File: src/design/wcto_pkg.sv
`timescale 1ns / 1ps
// ----------------------------------------------------------------------------
// Weekday clock time offset package
// Field widths, time constants, operation codes and unit selection helpers.
// ----------------------------------------------------------------------------
package wcto_pkg;

  localparam int KindWidth   = 3;
  localparam int AmountWidth = 24;
  localparam int HourWidth   = 4;
  localparam int MinWidth    = 6;
  localparam int SecWidth    = 6;
  localparam int WdayWidth   = 3;

  // Seconds of the week fit in this many bits.
  localparam int TimeWidth = 20;
  localparam int DivWidth  = 20;
  localparam int RecWidth  = 17;
  localparam int UnitWidth = 12;

  localparam int SecsPerMin  = 60;
  localparam int SecsPerHour = 3600;
  localparam int SecsPerDay  = 86400;
  localparam int SecsPerWeek = 604800;
  localparam int MinsPerWeek = 10080;
  localparam int HoursPerWeek = 168;
  localparam int HoursPerHalf = 12;

  // Operation codes of the kind field; the two remaining codes apply no offset.
  localparam logic [KindWidth-1:0] KIND_ADD_SEC  = 3'd0;
  localparam logic [KindWidth-1:0] KIND_SUB_SEC  = 3'd1;
  localparam logic [KindWidth-1:0] KIND_ADD_MIN  = 3'd2;
  localparam logic [KindWidth-1:0] KIND_SUB_MIN  = 3'd3;
  localparam logic [KindWidth-1:0] KIND_ADD_HOUR = 3'd4;
  localparam logic [KindWidth-1:0] KIND_SUB_HOUR = 3'd5;

  typedef enum logic [1:0] {
    UNIT_NONE,
    UNIT_SEC,
    UNIT_MIN,
    UNIT_HOUR
  } unit_t;

  // The amount is reduced modulo the number of units in a week, using a
  // reciprocal scaled by two to the amount width.
  localparam logic [RecWidth-1:0] RecipWeek  = RecWidth'((2**AmountWidth) / SecsPerWeek);
  localparam logic [RecWidth-1:0] RecipMins  = RecWidth'((2**AmountWidth) / MinsPerWeek);
  localparam logic [RecWidth-1:0] RecipHours = RecWidth'((2**AmountWidth) / HoursPerWeek);

  function automatic logic [DivWidth-1:0] unit_modulus(input unit_t unit);
    logic [DivWidth-1:0] res;
    unique case (unit)
      UNIT_SEC:  res = DivWidth'(SecsPerWeek);
      UNIT_MIN:  res = DivWidth'(MinsPerWeek);
      UNIT_HOUR: res = DivWidth'(HoursPerWeek);
      default:   res = DivWidth'(HoursPerWeek);
    endcase
    return res;
  endfunction

  function automatic logic [RecWidth-1:0] unit_recip(input unit_t unit);
    logic [RecWidth-1:0] res;
    unique case (unit)
      UNIT_SEC:  res = RecipWeek;
      UNIT_MIN:  res = RecipMins;
      UNIT_HOUR: res = RecipHours;
      default:   res = RecipHours;
    endcase
    return res;
  endfunction

  function automatic logic [UnitWidth-1:0] unit_seconds(input unit_t unit);
    logic [UnitWidth-1:0] res;
    unique case (unit)
      UNIT_SEC:  res = UnitWidth'(1);
      UNIT_MIN:  res = UnitWidth'(SecsPerMin);
      UNIT_HOUR: res = UnitWidth'(SecsPerHour);
      default:   res = '0;
    endcase
    return res;
  endfunction

endpackage

File: src/design/wcto_if.sv
`timescale 1ns / 1ps
// ----------------------------------------------------------------------------
// Weekday clock time offset channels
// Valid/ready channels for the request and the adjusted time.
// ----------------------------------------------------------------------------
interface wcto_in_if;
  logic                          valid;
  logic                          ready;
  logic [wcto_pkg::KindWidth-1:0]   kind;
  logic [wcto_pkg::AmountWidth-1:0] amount;
  logic [wcto_pkg::HourWidth-1:0]   hour_in;
  logic [wcto_pkg::MinWidth-1:0]    minute_in;
  logic [wcto_pkg::SecWidth-1:0]    second_in;
  logic                          pm_in;
  logic [wcto_pkg::WdayWidth-1:0]   weekday_in;

  modport source (output valid, kind, amount, hour_in, minute_in, second_in, pm_in,
                  weekday_in, input ready);
  modport sink (input valid, kind, amount, hour_in, minute_in, second_in, pm_in,
                weekday_in, output ready);
endinterface

interface wcto_out_if;
  logic                       valid;
  logic                       ready;
  logic [wcto_pkg::HourWidth-1:0] hour_out;
  logic [wcto_pkg::MinWidth-1:0]  minute_out;
  logic [wcto_pkg::SecWidth-1:0]  second_out;
  logic                       pm_out;
  logic [wcto_pkg::WdayWidth-1:0] weekday_out;

  modport source (output valid, hour_out, minute_out, second_out, pm_out, weekday_out,
                  input ready);
  modport sink (input valid, hour_out, minute_out, second_out, pm_out, weekday_out,
                output ready);
endinterface

File: src/design/weekday_clock_time_offset.sv
`timescale 1ns / 1ps
// ----------------------------------------------------------------------------
// Weekday clock time offset
// Adds or subtracts seconds, minutes or hours to a twelve-hour time of week.
// ----------------------------------------------------------------------------
//  Channel  Dir  Handshake     Payload
//  in_ch    in   valid/ready   kind, amount, hour_in, minute_in, second_in,
//                              pm_in, weekday_in
//  out_ch   out  valid/ready   hour_out, minute_out, second_out, pm_out, weekday_out
//
//  Ten register stages; one transfer per cycle in each direction while out_ch
//  is ready. Each stage holds about one multiply and one add or compare.
//  rst_n (synchronous, active low) empties the pipeline.
//  A stage takes new data when it is empty or the stage after it moves, so
//  bubbles close up under a stall and out_ch holds its result until taken.
// ----------------------------------------------------------------------------
module weekday_clock_time_offset (
  input  logic clk,
  input  logic rst_n,
  wcto_in_if.sink    in_ch,
  wcto_out_if.source out_ch
);
  import wcto_pkg::*;

  localparam int NumStages = 10;

  // Reciprocals used to split the time of week back into its digits.
  localparam int DayShift  = TimeWidth;
  localparam int HourShift = 17;
  localparam int MinShift  = 12;
  localparam logic [3:0] RecipDay  = 4'((2**DayShift) / SecsPerDay);
  localparam logic [5:0] RecipHour = 6'((2**HourShift) / SecsPerHour);
  localparam logic [6:0] RecipMin  = 7'((2**MinShift) / SecsPerMin);

  logic [NumStages-1:0] vld_r;
  logic [NumStages-1:0] adv;

  // A stage advances when it is empty or its successor advances.
  always_comb begin
    adv[NumStages-1] = !vld_r[NumStages-1] || out_ch.ready;
    for (int i = NumStages-2; i >= 0; i--) begin
      adv[i] = !vld_r[i] || adv[i+1];
    end
  end

  assign in_ch.ready = adv[0];

  always_ff @(posedge clk) begin
    if (!rst_n) begin
      vld_r <= '0;
    end else begin
      if (adv[0]) begin
        vld_r[0] <= in_ch.valid;
      end
      for (int i = 1; i < NumStages; i++) begin
        if (adv[i]) begin
          vld_r[i] <= vld_r[i-1];
        end
      end
    end
  end

  // --------------------------------------------------------------------------
  // Stage 1: time of week (not yet reduced) and quotient estimate of amount.
  // --------------------------------------------------------------------------
  unit_t                  in_unit;
  logic                   in_sub;
  logic [HourWidth-1:0]   in_hmod;
  logic [4:0]             in_h24;
  logic [TimeWidth-1:0]   in_traw;
  logic [40:0]            in_qprod;

  always_comb begin
    unique case (in_ch.kind)
      KIND_ADD_SEC, KIND_SUB_SEC:   in_unit = UNIT_SEC;
      KIND_ADD_MIN, KIND_SUB_MIN:   in_unit = UNIT_MIN;
      KIND_ADD_HOUR, KIND_SUB_HOUR: in_unit = UNIT_HOUR;
      default:                      in_unit = UNIT_NONE;
    endcase
    in_sub = (in_ch.kind == KIND_SUB_SEC) || (in_ch.kind == KIND_SUB_MIN) ||
             (in_ch.kind == KIND_SUB_HOUR);
    in_hmod = (in_ch.hour_in >= HourWidth'(HoursPerHalf)) ?
              in_ch.hour_in - HourWidth'(HoursPerHalf) : in_ch.hour_in;
    in_h24 = 5'(in_hmod) + (in_ch.pm_in ? 5'(HoursPerHalf) : 5'd0);
    in_traw = TimeWidth'(in_ch.weekday_in) * TimeWidth'(SecsPerDay)
            + TimeWidth'(in_h24) * TimeWidth'(SecsPerHour)
            + TimeWidth'(in_ch.minute_in) * TimeWidth'(SecsPerMin)
            + TimeWidth'(in_ch.second_in);
    in_qprod = 41'(in_ch.amount) * 41'(unit_recip(in_unit));
  end

  logic [TimeWidth-1:0]   s1_traw_r;
  logic [AmountWidth-1:0] s1_amount_r;
  logic [RecWidth-1:0]    s1_qe_r;
  unit_t                  s1_unit_r;
  logic                   s1_sub_r;

  always_ff @(posedge clk) begin
    if (adv[0]) begin
      s1_traw_r   <= in_traw;
      s1_amount_r <= in_ch.amount;
      s1_qe_r     <= in_qprod[AmountWidth+RecWidth-1:AmountWidth];
      s1_unit_r   <= in_unit;
      s1_sub_r    <= in_sub;
    end
  end

  // --------------------------------------------------------------------------
  // Stage 2: reduce the time modulo a week, partial remainder of the amount.
  // --------------------------------------------------------------------------
  logic [36:0] s1_qc;
  logic [36:0] s1_rem;

  assign s1_qc  = 37'(s1_qe_r) * 37'(unit_modulus(s1_unit_r));
  assign s1_rem = 37'(s1_amount_r) - s1_qc;

  logic [TimeWidth-1:0] s2_t_r;
  logic [DivWidth:0]    s2_r0_r;
  unit_t                s2_unit_r;
  logic                 s2_sub_r;

  always_ff @(posedge clk) begin
    if (adv[1]) begin
      s2_t_r    <= (s1_traw_r >= TimeWidth'(SecsPerWeek)) ?
                   s1_traw_r - TimeWidth'(SecsPerWeek) : s1_traw_r;
      s2_r0_r   <= s1_rem[DivWidth:0];
      s2_unit_r <= s1_unit_r;
      s2_sub_r  <= s1_sub_r;
    end
  end

  // --------------------------------------------------------------------------
  // Stage 3: final amount remainder, scaled to seconds of offset.
  // --------------------------------------------------------------------------
  logic [DivWidth:0]   s2_mod;
  logic [DivWidth:0]   s2_r;
  logic [31:0]         s2_off;

  always_comb begin
    s2_mod = {1'b0, unit_modulus(s2_unit_r)};
    s2_r   = (s2_r0_r >= s2_mod) ? s2_r0_r - s2_mod : s2_r0_r;
    s2_off = 32'(s2_r[DivWidth-1:0]) * 32'(unit_seconds(s2_unit_r));
  end

  logic [TimeWidth-1:0] s3_t_r;
  logic [TimeWidth-1:0] s3_off_r;
  logic                 s3_sub_r;

  always_ff @(posedge clk) begin
    if (adv[2]) begin
      s3_t_r   <= s2_t_r;
      s3_off_r <= s2_off[TimeWidth-1:0];
      s3_sub_r <= s2_sub_r;
    end
  end

  // --------------------------------------------------------------------------
  // Stage 4: apply the offset modulo one week.
  // --------------------------------------------------------------------------
  logic [TimeWidth:0] s3_sum;
  logic [TimeWidth:0] s3_wrap;

  always_comb begin
    s3_sum = s3_sub_r ?
             {1'b0, s3_t_r} + ((TimeWidth+1)'(SecsPerWeek) - {1'b0, s3_off_r}) :
             {1'b0, s3_t_r} + {1'b0, s3_off_r};
    s3_wrap = (s3_sum >= (TimeWidth+1)'(SecsPerWeek)) ?
              s3_sum - (TimeWidth+1)'(SecsPerWeek) : s3_sum;
  end

  logic [TimeWidth-1:0] s4_t_r;

  always_ff @(posedge clk) begin
    if (adv[3]) begin
      s4_t_r <= s3_wrap[TimeWidth-1:0];
    end
  end

  // --------------------------------------------------------------------------
  // Stages 5 and 6: weekday and second of the day.
  // --------------------------------------------------------------------------
  logic [TimeWidth+3:0] s4_qprod;

  assign s4_qprod = (TimeWidth+4)'(s4_t_r) * (TimeWidth+4)'(RecipDay);

  logic [TimeWidth-1:0] s5_t_r;
  logic [WdayWidth-1:0] s5_qd_r;

  always_ff @(posedge clk) begin
    if (adv[4]) begin
      s5_t_r  <= s4_t_r;
      s5_qd_r <= s4_qprod[DayShift+WdayWidth-1:DayShift];
    end
  end

  logic [TimeWidth-1:0] s5_rd0;
  logic                 s5_fix;

  always_comb begin
    s5_rd0 = s5_t_r - TimeWidth'(s5_qd_r) * TimeWidth'(SecsPerDay);
    s5_fix = (s5_rd0 >= TimeWidth'(SecsPerDay));
  end

  logic [WdayWidth-1:0] s6_wday_r;
  logic [16:0]          s6_rday_r;
  logic [TimeWidth-1:0] s5_rday;

  assign s5_rday = s5_fix ? s5_rd0 - TimeWidth'(SecsPerDay) : s5_rd0;

  always_ff @(posedge clk) begin
    if (adv[5]) begin
      s6_wday_r <= s5_fix ? s5_qd_r + WdayWidth'(1) : s5_qd_r;
      s6_rday_r <= s5_rday[16:0];
    end
  end

  // --------------------------------------------------------------------------
  // Stages 7 and 8: hour of the day and second of the hour.
  // --------------------------------------------------------------------------
  logic [22:0] s6_qprod;

  assign s6_qprod = 23'(s6_rday_r) * 23'(RecipHour);

  logic [WdayWidth-1:0] s7_wday_r;
  logic [16:0]          s7_rday_r;
  logic [4:0]           s7_qh_r;

  always_ff @(posedge clk) begin
    if (adv[6]) begin
      s7_wday_r <= s6_wday_r;
      s7_rday_r <= s6_rday_r;
      s7_qh_r   <= s6_qprod[HourShift+4:HourShift];
    end
  end

  logic [16:0] s7_rh0;
  logic [16:0] s7_rh;
  logic        s7_fix;

  always_comb begin
    s7_rh0 = s7_rday_r - 17'(s7_qh_r) * 17'(SecsPerHour);
    s7_fix = (s7_rh0 >= 17'(SecsPerHour));
    s7_rh  = s7_fix ? s7_rh0 - 17'(SecsPerHour) : s7_rh0;
  end

  logic [WdayWidth-1:0] s8_wday_r;
  logic [4:0]           s8_h24_r;
  logic [11:0]          s8_rh_r;

  always_ff @(posedge clk) begin
    if (adv[7]) begin
      s8_wday_r <= s7_wday_r;
      s8_h24_r  <= s7_fix ? s7_qh_r + 5'd1 : s7_qh_r;
      s8_rh_r   <= s7_rh[11:0];
    end
  end

  // --------------------------------------------------------------------------
  // Stages 9 and 10: minute and second, then the twelve-hour dial.
  // --------------------------------------------------------------------------
  logic [18:0] s8_qprod;

  assign s8_qprod = 19'(s8_rh_r) * 19'(RecipMin);

  logic [WdayWidth-1:0] s9_wday_r;
  logic [4:0]           s9_h24_r;
  logic [11:0]          s9_rh_r;
  logic [MinWidth-1:0]  s9_qm_r;

  always_ff @(posedge clk) begin
    if (adv[8]) begin
      s9_wday_r <= s8_wday_r;
      s9_h24_r  <= s8_h24_r;
      s9_rh_r   <= s8_rh_r;
      s9_qm_r   <= s8_qprod[MinShift+MinWidth-1:MinShift];
    end
  end

  logic [11:0]          s9_rm0;
  logic [11:0]          s9_rm;
  logic                 s9_fix;
  logic                 s9_pm;
  logic [4:0]           s9_h12;

  always_comb begin
    s9_rm0 = s9_rh_r - 12'(s9_qm_r) * 12'(SecsPerMin);
    s9_fix = (s9_rm0 >= 12'(SecsPerMin));
    s9_rm  = s9_fix ? s9_rm0 - 12'(SecsPerMin) : s9_rm0;
    s9_pm  = (s9_h24_r >= 5'(HoursPerHalf));
    s9_h12 = s9_pm ? s9_h24_r - 5'(HoursPerHalf) : s9_h24_r;
    // Hour zero of either half day shows as twelve on the dial.
    if (s9_h12 == 5'd0) begin
      s9_h12 = 5'(HoursPerHalf);
    end
  end

  logic [HourWidth-1:0] s10_hour_r;
  logic [MinWidth-1:0]  s10_min_r;
  logic [SecWidth-1:0]  s10_sec_r;
  logic                 s10_pm_r;
  logic [WdayWidth-1:0] s10_wday_r;

  always_ff @(posedge clk) begin
    if (adv[9]) begin
      s10_hour_r <= s9_h12[HourWidth-1:0];
      s10_min_r  <= s9_fix ? s9_qm_r + MinWidth'(1) : s9_qm_r;
      s10_sec_r  <= s9_rm[SecWidth-1:0];
      s10_pm_r   <= s9_pm;
      s10_wday_r <= s9_wday_r;
    end
  end

  assign out_ch.valid       = vld_r[NumStages-1];
  assign out_ch.hour_out    = s10_hour_r;
  assign out_ch.minute_out  = s10_min_r;
  assign out_ch.second_out  = s10_sec_r;
  assign out_ch.pm_out      = s10_pm_r;
  assign out_ch.weekday_out = s10_wday_r;

  // --------------------------------------------------------------------------
  // Assertions
  // --------------------------------------------------------------------------
  a_offset_range: assert property (@(posedge clk) disable iff (!rst_n)
    vld_r[2] |-> (s3_off_r < TimeWidth'(SecsPerWeek)))
    else $error("offset not reduced below one week");

  a_week_range: assert property (@(posedge clk) disable iff (!rst_n)
    vld_r[3] |-> (s4_t_r < TimeWidth'(SecsPerWeek)))
    else $error("adjusted time outside one week");

  a_day_split: assert property (@(posedge clk) disable iff (!rst_n)
    vld_r[5] |-> (s6_wday_r < WdayWidth'(7)) && (s6_rday_r < 17'(SecsPerDay)))
    else $error("weekday split out of range");

  a_dial_range: assert property (@(posedge clk) disable iff (!rst_n)
    out_ch.valid |-> (out_ch.hour_out >= HourWidth'(1)) &&
                     (out_ch.hour_out <= HourWidth'(HoursPerHalf)) &&
                     (out_ch.minute_out < MinWidth'(SecsPerMin)) &&
                     (out_ch.second_out < SecWidth'(SecsPerMin)))
    else $error("result outside the twelve-hour dial");

  a_stall_keeps: assert property (@(posedge clk) disable iff (!rst_n)
    vld_r[4] && !adv[4] |=> vld_r[4] && $stable(s5_t_r))
    else $error("stalled stage lost its item");

endmodule

File: src/flat_wrapper.sv
// flat-port wrapper written by rule: the top's interface ports become plain ports
module weekday_clock_time_offset_flat import wcto_pkg::*;
  (clk, rst_n, in_ch_valid, in_ch_kind, in_ch_amount, in_ch_hour_in, in_ch_minute_in, in_ch_second_in, in_ch_pm_in, in_ch_weekday_in, in_ch_ready, out_ch_valid, out_ch_hour_out, out_ch_minute_out, out_ch_second_out, out_ch_pm_out, out_ch_weekday_out, out_ch_ready);
  wcto_in_if in_ch_i ();
  wcto_out_if out_ch_i ();
  input  logic clk;
  input  logic rst_n;
  input wire logic [$bits(in_ch_i.valid)-1:0] in_ch_valid;
  input wire logic [$bits(in_ch_i.kind)-1:0] in_ch_kind;
  input wire logic [$bits(in_ch_i.amount)-1:0] in_ch_amount;
  input wire logic [$bits(in_ch_i.hour_in)-1:0] in_ch_hour_in;
  input wire logic [$bits(in_ch_i.minute_in)-1:0] in_ch_minute_in;
  input wire logic [$bits(in_ch_i.second_in)-1:0] in_ch_second_in;
  input wire logic [$bits(in_ch_i.pm_in)-1:0] in_ch_pm_in;
  input wire logic [$bits(in_ch_i.weekday_in)-1:0] in_ch_weekday_in;
  output wire logic [$bits(in_ch_i.ready)-1:0] in_ch_ready;
  output wire logic [$bits(out_ch_i.valid)-1:0] out_ch_valid;
  output wire logic [$bits(out_ch_i.hour_out)-1:0] out_ch_hour_out;
  output wire logic [$bits(out_ch_i.minute_out)-1:0] out_ch_minute_out;
  output wire logic [$bits(out_ch_i.second_out)-1:0] out_ch_second_out;
  output wire logic [$bits(out_ch_i.pm_out)-1:0] out_ch_pm_out;
  output wire logic [$bits(out_ch_i.weekday_out)-1:0] out_ch_weekday_out;
  input wire logic [$bits(out_ch_i.ready)-1:0] out_ch_ready;
  assign in_ch_i.valid = in_ch_valid;
  assign in_ch_i.kind = in_ch_kind;
  assign in_ch_i.amount = in_ch_amount;
  assign in_ch_i.hour_in = in_ch_hour_in;
  assign in_ch_i.minute_in = in_ch_minute_in;
  assign in_ch_i.second_in = in_ch_second_in;
  assign in_ch_i.pm_in = in_ch_pm_in;
  assign in_ch_i.weekday_in = in_ch_weekday_in;
  assign in_ch_ready = in_ch_i.ready;
  assign out_ch_valid = out_ch_i.valid;
  assign out_ch_hour_out = out_ch_i.hour_out;
  assign out_ch_minute_out = out_ch_i.minute_out;
  assign out_ch_second_out = out_ch_i.second_out;
  assign out_ch_pm_out = out_ch_i.pm_out;
  assign out_ch_weekday_out = out_ch_i.weekday_out;
  assign out_ch_i.ready = out_ch_ready;
  weekday_clock_time_offset u_core (.clk(clk), .rst_n(rst_n), .in_ch(in_ch_i), .out_ch(out_ch_i));
endmodule
File: config.mk
export PLATFORM = sky130hd
export DESIGN_NAME = weekday_clock_time_offset_flat
export DESIGN_NICKNAME = d
export VERILOG_FILES = /design/src/design/wcto_pkg.sv /design/src/design/wcto_if.sv /design/src/design/weekday_clock_time_offset.sv /design/src/flat_wrapper.sv
export SDC_FILE = /design/constraint.sdc
export NUM_CORES = 2
export LEC_CHECK = 0
export BUFFER_PORTS_ARGS = -buffer_cell sky130_fd_sc_hd__buf_2
export CAP_MARGIN = 20
export CORE_ASPECT_RATIO = 0.9
export CORE_UTILIZATION = 50
export DETAILED_ROUTE_END_ITERATION = 7
export PLACE_DENSITY = 0.77
export SYNTH_ARGS = -nofsm -noshare
export SYNTH_HDL_FRONTEND = slang
export SYNTH_SLANG_ARGS = --single-unit
File: constraint.sdc
create_clock -name clk -period 7.9 [get_ports clk]
set_input_delay 0.395 -clock clk [delete_from_list [all_inputs] [get_ports clk]]
set_output_delay 0.395 -clock clk [all_outputs]
set_load 0.005 [all_outputs]
==> summary.txt <==
Floorplanning
  • Site Rows: 93
  • Die X: approximately 290 um
  • Initial Util: approximately half
  • I/O pin total: 73
  • Chip height: between 200 and 300 um
  • Total core area: between 70,000 and 80,000 um2
  • Die area: roughly 74,000 um2

Clocking
  • Clock Latency Late Sink: 560 ps
  • Clock tree buffer depth: 3
  • H-Tree Depth: 2
  • CTS Buf Count: 36
  • TritonCTS clock tree: done
  • Sink Count: between 300 and 400
  • Worst-path clk slew: about 70 ps
  • Clock Tree Root: clkbuf_16

Setup path
  • Critical Path RT: 8280 ps
  • Cell mode on critical path: inv_1
  • R2r endpoint: u_core.s3_off_r[18]
  • Cell depth of the worst flop-to-flop path: 30
  • Critical Path Start Type: flip-flop
  • Crit path max fanout: 11
  • Worst r2r src: u_core.s2_unit_r[1]
  • Worst path max stage delay: ~620 ps
  • Cell family with most CP delay: adder cells
  • CP max-delay cell: or4b_2
  • WP data arrival: 8040 ps
  • Critical setup path kind: reg2reg
  • Worst Path Buf+Inv: 9
  • Flop2flop setup slack: 240 ps
  • CP Capture Type: flip-flop

Timing
  • Max Fclk: roughly 0.13 GHz
  • Final Hold Vio Count: 0
  • Final Max Tran Viols: 0
  • # setup viols final: 0
  • Post-route clock period utilization: between 90% and 100%
  • Slew HR: 29.5%
  • Minimum clock period after layout: approximately 7700 ps
  • RSZ-0062 raised after global routing: true
  • Final Skew: between 10 and 15 ps
  • Least-Margin Pin Slew: around 1000 ps
  • Setup TNS: 0 ps

Route
  • Initial DRC count: 1,214
  • DR vias/cell: 5.27
  • Total wire length: ~70 mm
  • Vias after detailed routing: 24.3k
  • Routed Antenna Nets: 0
  • WL/cell: roughly 15 um
  • 1st-pass router iterations: 5
  • Residual DRC count: 0

Layout
  • Layout net count: roughly 4.7k
  • Layout cells sized above 1: 5.84%
  • Post-route core utilization: 54.7%
  • Layout area overhead: 7.70%
  • Antenna cells: 0

Synthesis
  • Avg Inst Size Synth: slightly above 10 um2
  • EDFF count, synth: 300
  • Synthesized area: ~36,000 um2
  • Synth area leader: edfxtp_1
  • Post-synthesis cell type count: 91
  • Ys flop type: edfxtp_1
  • Synthesis Warnings: 0
  • Synth area leaders: edfxtp_1 25%, ha_1 23%, fa_1 18%, inv_1 7.5%, xnor2_1 4.4%
  • Post-synthesis instance total: approximately 3.5k
  • Sequential element share of the synthesized area: around 25%
  • Async SR Flop Fraction: 0%
  • Most numerous cell in the Yosys netlist: inv_1
  • Synth Register Bits: just over 300
  • Syn_nets: about 4.6k
  • Post-synth top area share: roughly a quarter
  • Synth top cells by count: 727 x inv_1, 675 x ha_1, 322 x fa_1, 300 x edfxtp_1, 182 x xnor2_1

Hold path
  • Hold Crit Start: in_ch_second_in[0]
  • Hold-critical path depth: 1
  • Hold Crit Class: in2reg
  • Hold EP: u_core.s1_traw_r[0]

Job
  • # Max-Cap Violations: 0

Outcome
  • Status: completed

Placement
  • Gpl congestion: roughly 0.9
  • Post-DP HPWL: 57.0 mm
  • IO buf count: 72

Global route
  • Tot GR Track Use: around a fifth
  • First-pass GRT wire length: about 120 mm
  • Grt total ovfl: 0
  • Largest net degree at the start of global routing: between 40 and 50
  • Initial antenna violation count: 0
  • Vias in the first global route: 24.8k
placed cells by master (no fill, tap or decap), types with 13 or more instances in the layout:
cell,Yosys,layout
nand3_1,33,32
o21a_1,29,29
a211oi_1,16,16
ha_1,675,670
buf_4,3,27
inv_1,727,726
o211ai_1,18,18
nand2_1,145,143
fa_1,322,322
a21boi_0,13,13
clkbuf_1,33,15
and3_1,22,22
nor2b_1,121,120
o21bai_1,26,26
nor2_1,132,132
a21o_1,44,44
a31oi_1,19,19
o21ai_0,90,89
and2_1,88,86
clkbuf_16,0,36
buf_2,5,72
xor2_1,68,68
nor3_1,43,42
xnor2_1,182,180
nand2b_1,53,53
a21oi_1,118,112
edfxtp_1,300,300
what timing repair did:
item | CTS | global route
setup endpoints to repair | 1 | 2
gates resized for setup | 4 | 20
buffers inserted | 0 | 6
hold buffers | 1 | 0
pin swaps | 0 | 6
hold endpoints to repair | 1 | 0
how the worst max path moves through the flow:
stage                     slack, ps             endpoint  depth (start not counted)           startpoint
after floorplan                  60  u_core.s3_off_r[18]                         34  u_core.s2_unit_r[0]
after global placement           90  u_core.s3_off_r[18]                         32  u_core.s2_unit_r[1]
after detailed placement       -110  u_core.s3_off_r[18]                         31  u_core.s2_unit_r[1]
after CTS                        20  u_core.s3_off_r[18]                         32  u_core.s2_unit_r[1]
after global routing            -90  u_core.s3_off_r[18]                         32  u_core.s2_unit_r[1]
final                           240  u_core.s3_off_r[18]                         30  u_core.s2_unit_r[1]
registers in the layout, indices dropped and copies added (netlist names), 5 cells and up:
register                  count
u_core.s1_amount_r           21
u_core.s8_rh_r               12
u_core.s7_qh_r                5
u_core.s2_r0_r               21
u_core.s7_rday_r             17
u_core.s2_t_r                20
u_core.s9_h24_r               5
u_core.s9_qm_r                6
u_core.s3_off_r              20
u_core.s9_rh_r               12
u_core.s6_rday_r             17
u_core.out_ch.minute_out      6
u_core.s1_qe_r               17
u_core.s3_t_r                20
u_core.s8_h24_r               5
u_core.out_ch.second_out      6
u_core.s1_traw_r             20
u_core.s5_t_r                20
u_core.vld_r                 10
u_core.s4_t_r                20
per-layer routing:
| metal | track usage [%] | wire length (um) |
|---|---|---|
| met1 | 26.4 | 32600 |
| met2 | 33.4 | 32900 |
| met3 | 2.09 | 2840 |
| met4 | 4.41 | 1260 |
| met5 | 0 | 0 |
area by class of cell:
type / instances / area (um2)
clock buffer: 53 / 985
clock inverter: 13 / 104
fill: 6104 / 32500
inverter: 728 / 2730
multi-input combinational: 2458 / 24500
sequential: 310 / 9210
tap: 950 / 1190
timing repair buffer: 101 / 584
cells by family after synthesis:
logic type	count (synthesis)	share of synthesized area (%)
XOR/XNOR	252	6.13
multiplexers	18	0.518
AO/OA/AOI/OAI	475	8.78
buffers and inverters	770	7.98
adder cells (fa/ha/maj)	999	40.9
flip-flops	310	25.3
AND/OR/NAND/NOR	714	10.4
metrics by stage:
step	area, um2	setup WS (ps)	hold WS (ps)	std cells
finish	39300	242	25.4	4613
global route	39300	-85.5	10.3	4613
CTS	39100	17.0	4.14	4607
detailed placement	38000	-114	405	4540
global placement	38000	92.6	401	4540
floorplan	36500	55.4	400	3538
Power is left out: the tool's default activity adds up to more than one toggle a clock period on the data nets, which glitch-free logic cannot reach.
